## config.mk

```make
export PLATFORM = sky130hd
export DESIGN_NAME = cie_ctrl
export DESIGN_NICKNAME = d
export VERILOG_FILES = /design/src/cie_pkg.sv /design/src/cie_ctrl.sv
export SDC_FILE = /design/constraint.sdc
export NUM_CORES = 1
export LEC_CHECK = 0
export BUFFER_PORTS_ARGS = -buffer_cell sky130_fd_sc_hd__buf_2
export CORE_AREA = 4 4 41 43
export DETAILED_ROUTE_END_ITERATION = 8
export DIE_AREA = 0 0 45 47
export PLACE_DENSITY = 0.48
export SYNTH_ARGS = -nofsm -noshare
export SYNTH_HDL_FRONTEND = slang
export SYNTH_SLANG_ARGS = --single-unit
```

## constraint.sdc

```tcl
create_clock -name clk -period 0.95 [get_ports clk]
set_input_delay 0.1425 -clock clk [delete_from_list [all_inputs] [get_ports clk]]
set_output_delay 0.1425 -clock clk [all_outputs]
set_load 0.02 [all_outputs]
```

## src/cie_pkg.sv

```systemverilog
// shared types and constants for the custom isa execute unit
`timescale 1ns / 1ps
package cie_pkg;

	localparam logic [4:0] ZF_IDX = 5'd27;
	localparam logic [4:0] SF_IDX = 5'd28;

	localparam logic [2:0] GRP_LABEL = 3'b000;
	localparam logic [2:0] GRP_IMM   = 3'b001;
	localparam logic [2:0] GRP_JUMP  = 3'b010;
	localparam logic [2:0] GRP_RR    = 3'b011;
	localparam logic [2:0] GRP_UNARY = 3'b100;
	localparam logic [2:0] GRP_SYS   = 3'b101;

	localparam logic [10:0] OP_MVI  = 11'h100;
	localparam logic [10:0] OP_SUBI = 11'h101;
	localparam logic [10:0] OP_ADDI = 11'h102;
	localparam logic [10:0] OP_MULI = 11'h103;
	localparam logic [10:0] OP_DIVI = 11'h104;
	localparam logic [10:0] OP_MODI = 11'h105;
	localparam logic [10:0] OP_CMPI = 11'h106;

	localparam logic [15:0] OP_JZR = 16'h40E0;
	localparam logic [15:0] OP_JEQ = 16'h40E1;
	localparam logic [15:0] OP_JMP = 16'h40E2;
	localparam logic [15:0] OP_JLE = 16'h40E3;

	localparam logic [21:0] OP_RR_BASE = 22'h183900;

	localparam logic [26:0] OP_INC = 27'h4072121;
	localparam logic [26:0] OP_DEC = 27'h4072122;
	localparam logic [26:0] OP_INP = 27'h4072123;
	localparam logic [26:0] OP_OUT = 27'h4072124;

	localparam logic [31:0] OP_HLT = 32'hA0E42480;

	// alu operation codes
	localparam logic [3:0] ALU_NONE = 4'd0;
	localparam logic [3:0] ALU_MOV  = 4'd1;
	localparam logic [3:0] ALU_SUB  = 4'd2;
	localparam logic [3:0] ALU_ADD  = 4'd3;
	localparam logic [3:0] ALU_MUL  = 4'd4;
	localparam logic [3:0] ALU_DIV  = 4'd5;
	localparam logic [3:0] ALU_MOD  = 4'd6;
	localparam logic [3:0] ALU_CMP  = 4'd7;
	localparam logic [3:0] ALU_AND  = 4'd8;
	localparam logic [3:0] ALU_OR   = 4'd9;
	localparam logic [3:0] ALU_JCND = 4'd10;

	// controller to datapath commands
	typedef struct packed {
		logic load;
		logic exec;
		logic div_start;
		logic div_step;
		logic div_finish;
		logic result;
	} cmd_t;

	// datapath to controller status
	typedef struct packed {
		logic needs_div;
		logic div_last;
	} status_t;

endpackage

```

## src/cie_ctrl.sv

```systemverilog
// controller: sequences load, execute, divide iterations and result delivery
`timescale 1ns / 1ps
module cie_ctrl (
	input  logic           clk,
	input  logic           arst_n,
	input  logic           in_valid,
	output logic           in_stall,
	output logic           out_valid_hs,
	input  logic           out_stall,
	output cie_pkg::cmd_t    cmd,
	input  cie_pkg::status_t status
);
	import cie_pkg::*;

	localparam logic [2:0] S_IDLE = 3'd0;
	localparam logic [2:0] S_EXEC = 3'd1;
	localparam logic [2:0] S_DIV  = 3'd2;
	localparam logic [2:0] S_DFIN = 3'd3;
	localparam logic [2:0] S_OUT  = 3'd4;

	logic [2:0] state_q;

	assign in_stall     = (state_q != S_IDLE);
	assign out_valid_hs = (state_q == S_OUT);

	always_comb begin
		cmd = '0;
		cmd.load       = (state_q == S_IDLE) && in_valid;
		cmd.exec       = (state_q == S_EXEC);
		cmd.div_start  = (state_q == S_EXEC) && status.needs_div;
		cmd.div_step   = (state_q == S_DIV);
		cmd.div_finish = (state_q == S_DFIN);
	end

	// state sequencing
	always_ff @(posedge clk or negedge arst_n) begin
		if (!arst_n) state_q <= S_IDLE;
		else begin
			case (state_q)
				S_IDLE: if (in_valid) state_q <= S_EXEC;
				S_EXEC: state_q <= status.needs_div ? S_DIV : S_OUT;
				S_DIV:  if (status.div_last) state_q <= S_DFIN;
				S_DFIN: state_q <= S_OUT;
				S_OUT:  if (!out_stall) state_q <= S_IDLE;
				default: state_q <= S_IDLE;
			endcase
		end
	end
endmodule

```

# == Word level (Yosys, flattened, before mapping) ==
# Index checks and enable logic that the tools add are counted.
# op_classes
n_eq_ne,7
n_mux,5
reduce_logical,5
# op_table
cell,count
$pmux 3 s5,1
$mux 3,4
$eq 3x2->1 const B,2
$ne 2x2->1 const B,2
$eq 3x1->1 const B,1
$eq 3x3->1 const B,1
$logic_not 3->1,1
$reduce_and 3->1,1
$reduce_bool 3->1,1
$logic_and 1x1->1,2
$ne 2x1->1 const B,1
# word_totals
register_bits,3
input_bits,6
output_inout_bits,8
wordCells,18

# == Depth between registers and ports, before layout ==
# depth
ltp_word,3
ltp_mapped,2
ltp_nobuf,2

# == Least setup slack after synthesis ==
# OpenSTA, ideal clock, no wires.
# synth_timing
path_kind,reg2out
startpoint,register state_q[0]
endpoint,output port cmd[3] (netlist name)
arrival_ps,1135
required_ps,808
path_slack_ps,-328
path_stages_with_launch,3
n_path_buf,0
path_cell_list,dfrtp_1 -> nor3b_2 -> and2_1
# synth_rtl
element,line,rtl
start: declaration,cie_ctrl.sv:21,logic [2:0] state_q;
start signal: assignment,cie_ctrl.sv:41,S_EXEC: state_q <= status.needs_div ? S_DIV : S_OUT;
end: declaration,cie_ctrl.sv:10,"output cie_pkg::cmd_t cmd,"

==> report_table.html <==
<table>
<tr><th>Metric</th><th>Value</th></tr>
<tr><th colspan="2">STA</th></tr>
<tr><td>Shortest period the worst path allows</td><td>1.40 ns</td></tr>
<tr><td>Final WS setup</td><td>-0.452 ns</td></tr>
<tr><td>Hold Fails Final Rpt</td><td>0</td></tr>
<tr><td>Number of pins with negative max-slew slack in the final report</td><td>0</td></tr>
<tr><td>Worst clock skew</td><td>0.00354 ns</td></tr>
<tr><td>Total of endpoints with negative setup slack in the final report</td><td>9</td></tr>
<tr><td>Fraction of the cycle the final worst path needs</td><td>148%</td></tr>
<tr><td>Worst hold slack</td><td>0.128 ns</td></tr>
<tr><td>Unrepaired setup endpoints after global routing</td><td>true</td></tr>
<tr><td>Maximum frequency from static timing analysis</td><td>713 MHz</td></tr>
<tr><td>Final sum of negative setup slack</td><td>-3.03 ns</td></tr>
<tr><th colspan="2">Synthesis</th></tr>
<tr><td>Yosys Warn Count</td><td>0</td></tr>
<tr><td>Post-synthesis sequential area ratio</td><td>between 30% and 40%</td></tr>
<tr><td>Biggest area contributors in the synthesized netlist</td><td>sky130_fd_sc_hd__dfrtp_1, sky130_fd_sc_hd__nor3b_2, sky130_fd_sc_hd__a32o_2</td></tr>
<tr><td>Most area-hungry cell type in the Yosys netlist</td><td>sky130_fd_sc_hd__dfrtp_1</td></tr>
<tr><td>Unique cell type count in the Yosys netlist</td><td>14</td></tr>
<tr><td>Number of flip-flops and latches in the synthesized netlist</td><td>3</td></tr>
<tr><td>Synthesized area per cell</td><td>10.7 um2</td></tr>
<tr><td>Synthesized netlist cell count</td><td>19</td></tr>
<tr><td>Portion of synthesized cell area occupied by the leading cell type</td><td>37.0%</td></tr>
<tr><td>Cell area after synthesis</td><td>203 um2</td></tr>
<tr><td>Total nets after synthesis</td><td>25</td></tr>
<tr><th colspan="2">Setup path</th></tr>
<tr><td>Stage delay of the slowest cell on the critical path</td><td>around 0.43 ns</td></tr>
<tr><td>Source of the worst register-to-register timing path</td><td>state_q[1]$_DFFE_PN0P_</td></tr>
<tr><td>Arrival time at the worst endpoint</td><td>1.26 ns</td></tr>
<tr><td>Worst Path Max Fanout</td><td>3</td></tr>
<tr><td>Ordered list of cells on the worst path</td><td>or3_4 &gt; nor2_4 &gt; buf_6</td></tr>
<tr><td>Data required time at the worst endpoint</td><td>0.81 ns</td></tr>
<tr><td>Startpoint Class</td><td>flop</td></tr>
<tr><td>Critical Path Sink Type</td><td>output pin</td></tr>
<tr><td>Standard cell with the maximum stage delay on the critical path</td><td>sky130_fd_sc_hd__dfrtp_2</td></tr>
<tr><td>Kind of cell adding the most delay to the critical path</td><td>simple AND/OR/NAND/NOR gates</td></tr>
<tr><td>Buf/Inv on CP</td><td>1</td></tr>
<tr><td>Worst Path Class, Setup</td><td>flop to output pin</td></tr>
<tr><td>Critical path startpoint</td><td>state_q[2]$_DFFE_PN0P_</td></tr>
<tr><th colspan="2">Floorplanning</th></tr>
<tr><td>Vertical extent of the die</td><td>47 um</td></tr>
<tr><td>Starting Density</td><td>15.6%</td></tr>
<tr><td>Total die area</td><td>0.00212 mm2</td></tr>
<tr><td>Core Region</td><td>0.00130 mm2</td></tr>
<tr><td>Number of I/O pins</td><td>14</td></tr>
<tr><td>Die X</td><td>45 um</td></tr>
<tr><td>Row count</td><td>13</td></tr>
<tr><th colspan="2">Global route</th></tr>
<tr><td>GR peak layer</td><td>met2</td></tr>
<tr><td>Met1 layer usage reported by global route</td><td>7.97%</td></tr>
<tr><td>Global-route wire length before repair</td><td>~990 um</td></tr>
<tr><td>Routing usage on met2</td><td>around a tenth</td></tr>
<tr><td>Via count of the first global-routing pass</td><td>roughly 250</td></tr>
<tr><td>Overall track demand over capacity in global routing</td><td>7.27%</td></tr>
<tr><td>Number of antenna violations at the first check in global routing</td><td>0</td></tr>
<tr><td>Met3 Track Usage GR</td><td>4.60%</td></tr>
<tr><td>Pin count of the biggest net entering global routing</td><td>5</td></tr>
<tr><td>Overall overflow remaining after global route</td><td>0</td></tr>
<tr><th colspan="2">Final layout</th></tr>
<tr><td>Nets@finish</td><td>51</td></tr>
<tr><td>Largest registers</td><td>state_q x3</td></tr>
<tr><td>Non-Filler Cell Area, Final</td><td>roughly 460 um2</td></tr>
<tr><td>Area of the multi-input gates</td><td>~140 um2</td></tr>
<tr><td>Fill cell total of the finished layout</td><td>139</td></tr>
<tr><td>Area occupied by registers</td><td>just under 80 um2</td></tr>
<tr><td>Ant diodes</td><td>0</td></tr>
<tr><td>Most frequent cells in the layout</td><td>sky130_fd_sc_hd__buf_6, sky130_fd_sc_hd__buf_4, sky130_fd_sc_hd__buf_2</td></tr>
<tr><td>Synthesis-to-finish area growth</td><td>125%</td></tr>
<tr><td>Register bank with the most flops</td><td>state_q</td></tr>
<tr><td>Share of post-route cells with drive strength above 1</td><td>79.5%</td></tr>
<tr><td>Flip-flop count of the largest register, all copies and words added</td><td>3</td></tr>
<tr><td>Most common cell after layout, fill and taps aside</td><td>sky130_fd_sc_hd__buf_6</td></tr>
<tr><th colspan="2">Place</th></tr>
<tr><td>Routability congestion estimate</td><td>0.690</td></tr>
<tr><td>Placed cell areas</td><td>around 330 um2</td></tr>
<tr><td>Total of buffers placed on input and output ports</td><td>12</td></tr>
<tr><th colspan="2">Routing</th></tr>
<tr><td>Iteration-0 DRC count of the detailed router</td><td>1</td></tr>
<tr><td>Vias post-DR</td><td>228</td></tr>
<tr><td>Iteration count of the initial detailed-routing pass</td><td>3</td></tr>
<tr><td>Average via count per standard cell</td><td>3.86</td></tr>
<tr><td>Total routed wirelength</td><td>603 um</td></tr>
<tr><td>WL per Instance</td><td>around 10 um</td></tr>
<tr><td>Antenna Violating Nets Remaining</td><td>0</td></tr>
<tr><td>Remaining DRCs</td><td>0</td></tr>
<tr><th colspan="2">Run status</th></tr>
<tr><td>Run status</td><td>finished, violations left</td></tr>
<tr><td>Failing checks</td><td>negative setup slack</td></tr>
<tr><th colspan="2">Clocking</th></tr>
<tr><td>Worst-skew pair later-pin latency</td><td>between 0.2 and 0.25 ns</td></tr>
<tr><td>CTS root buffer</td><td>sky130_fd_sc_hd__clkbuf_4</td></tr>
<tr><td>Clock sink count</td><td>3</td></tr>
<tr><td>CTS clock-pin slew for the worst setup and hold paths</td><td>0.04 ns</td></tr>
<tr><td>CTS tree</td><td>yes</td></tr>
<tr><td>Buffer levels on the longest clock path</td><td>2</td></tr>
<tr><td>Clock buffer count from CTS</td><td>3</td></tr>
<tr><td>Total number of H-tree levels</td><td>1</td></tr>
<tr><th colspan="2">Pwr</th></tr>
<tr><td>Worst IR drop on VDD</td><td>1.45 mV</td></tr>
<tr><td>PnR Total Power</td><td>0.00167 W</td></tr>
<tr><td>Power per cell area</td><td>3670 mW/mm2</td></tr>
<tr><td>Leakage power summed over all cells</td><td>~0.23 nW</td></tr>
<tr><th colspan="2">Worst hold path</th></tr>
<tr><td>Type of the worst min-delay path</td><td>input pin to flop</td></tr>
<tr><td>Source of the worst hold timing path</td><td>out_stall</td></tr>
<tr><th colspan="2">Run</th></tr>
<tr><td>Max Cap Violations</td><td>0</td></tr>
</table>
-- area by class of cell --
cell class | count | area share [%]
repair buffers | 22 | 40.1
well taps | 15 | 4.12
multi-input cells | 13 | 31.3
clock buffers | 4 | 5.77
flip-flops and latches | 3 | 17.0
inverters | 2 | 1.65
-- per-stage QoR --
step | setup slack (ns) | utilization, % | instances
floorplan | -0.224 | - | 19
global placement | -0.241 | 25.1 | 50
detailed placement | -0.253 | 25.1 | 50
CTS | -0.464 | 33.7 | 59
global route | -0.502 | 35.0 | 59
finish | -0.452 | 35.0 | 59
-- cell families (layout without fill, tap and decap cells) --
kind of cell	count (synthesis)	after routing	synth area share [%]
AOI/OAI and AO/OA	2	2	9.26
buffers and inverters	3	28	7.41
DFF	3	3	37.0
muxes	1	1	4.94
other	1	1	1.85
and+or+nand+nor	9	9	39.5
-- repair_timing --
item / in CTS / in global routing
pin swaps: 3 / 1
hold endpoints to repair: 3 / 0
buffers inserted: 4 / 0
resized for setup: 14 / 5
endpoints found under the setup margin: 9 / 9
hold buffers: 1 / 0
-- synth_stat cells, drive strengths merged --
cell type,instances
mux2i,1
and3,1
or3,1
nor2,1
nor3,1
dfrtp,3
inv,2
nand2b,1
conb,1
nor3b,3
a21o,1
a32o,1
and2,1
buf,1
-- where the power goes --
group | internal (W) | switching (W) | leakage (nW)
Combinational | 0.000672 | 0.000498 | 0.177
Clock | 0.000158 | 0.0000720 | 0.0150
Sequential | 0.000194 | 0.0000755 | 0.0362
Total | 0.00102 | 0.000646 | 0.229
-- path summary, 6_finish.rpt --
kind	end	slack (ns)	depth (start not counted)
setup reg to reg	state_q[1]$_DFFE_PN0P_	-0.19	5
max in group asynchronous	state_q[1]$_DFFE_PN0P_	0.59	2
hold reg to reg	state_q[0]$_DFFE_PN0P_	0.60	2
setup / recovery	cmd[5]	-0.45	3
hold / removal	state_q[2]$_DFFE_PN0P_	0.13	2
min in group asynchronous	state_q[2]$_DFFE_PN0P_	0.23	2
-- worst reg2reg max path, stage by stage (launching register included) --
cell and delay [ns]:
sky130_fd_sc_hd__dfrtp_2 0.42, sky130_fd_sc_hd__buf_4 0.15, sky130_fd_sc_hd__nor3b_4 0.18, sky130_fd_sc_hd__buf_4 0.14, sky130_fd_sc_hd__buf_4 0.09, sky130_fd_sc_hd__a21o_1 0.10
-- metal layers --
layer	vias to the layer above	share of wire, %	wire [um]
met5	-	0	0
met3	0	17	100
met1	102	44	263
met2	13	40	240
li1	113	-	-
met4	0	0	0
Note: power is estimated with default switching activity, not from simulation.
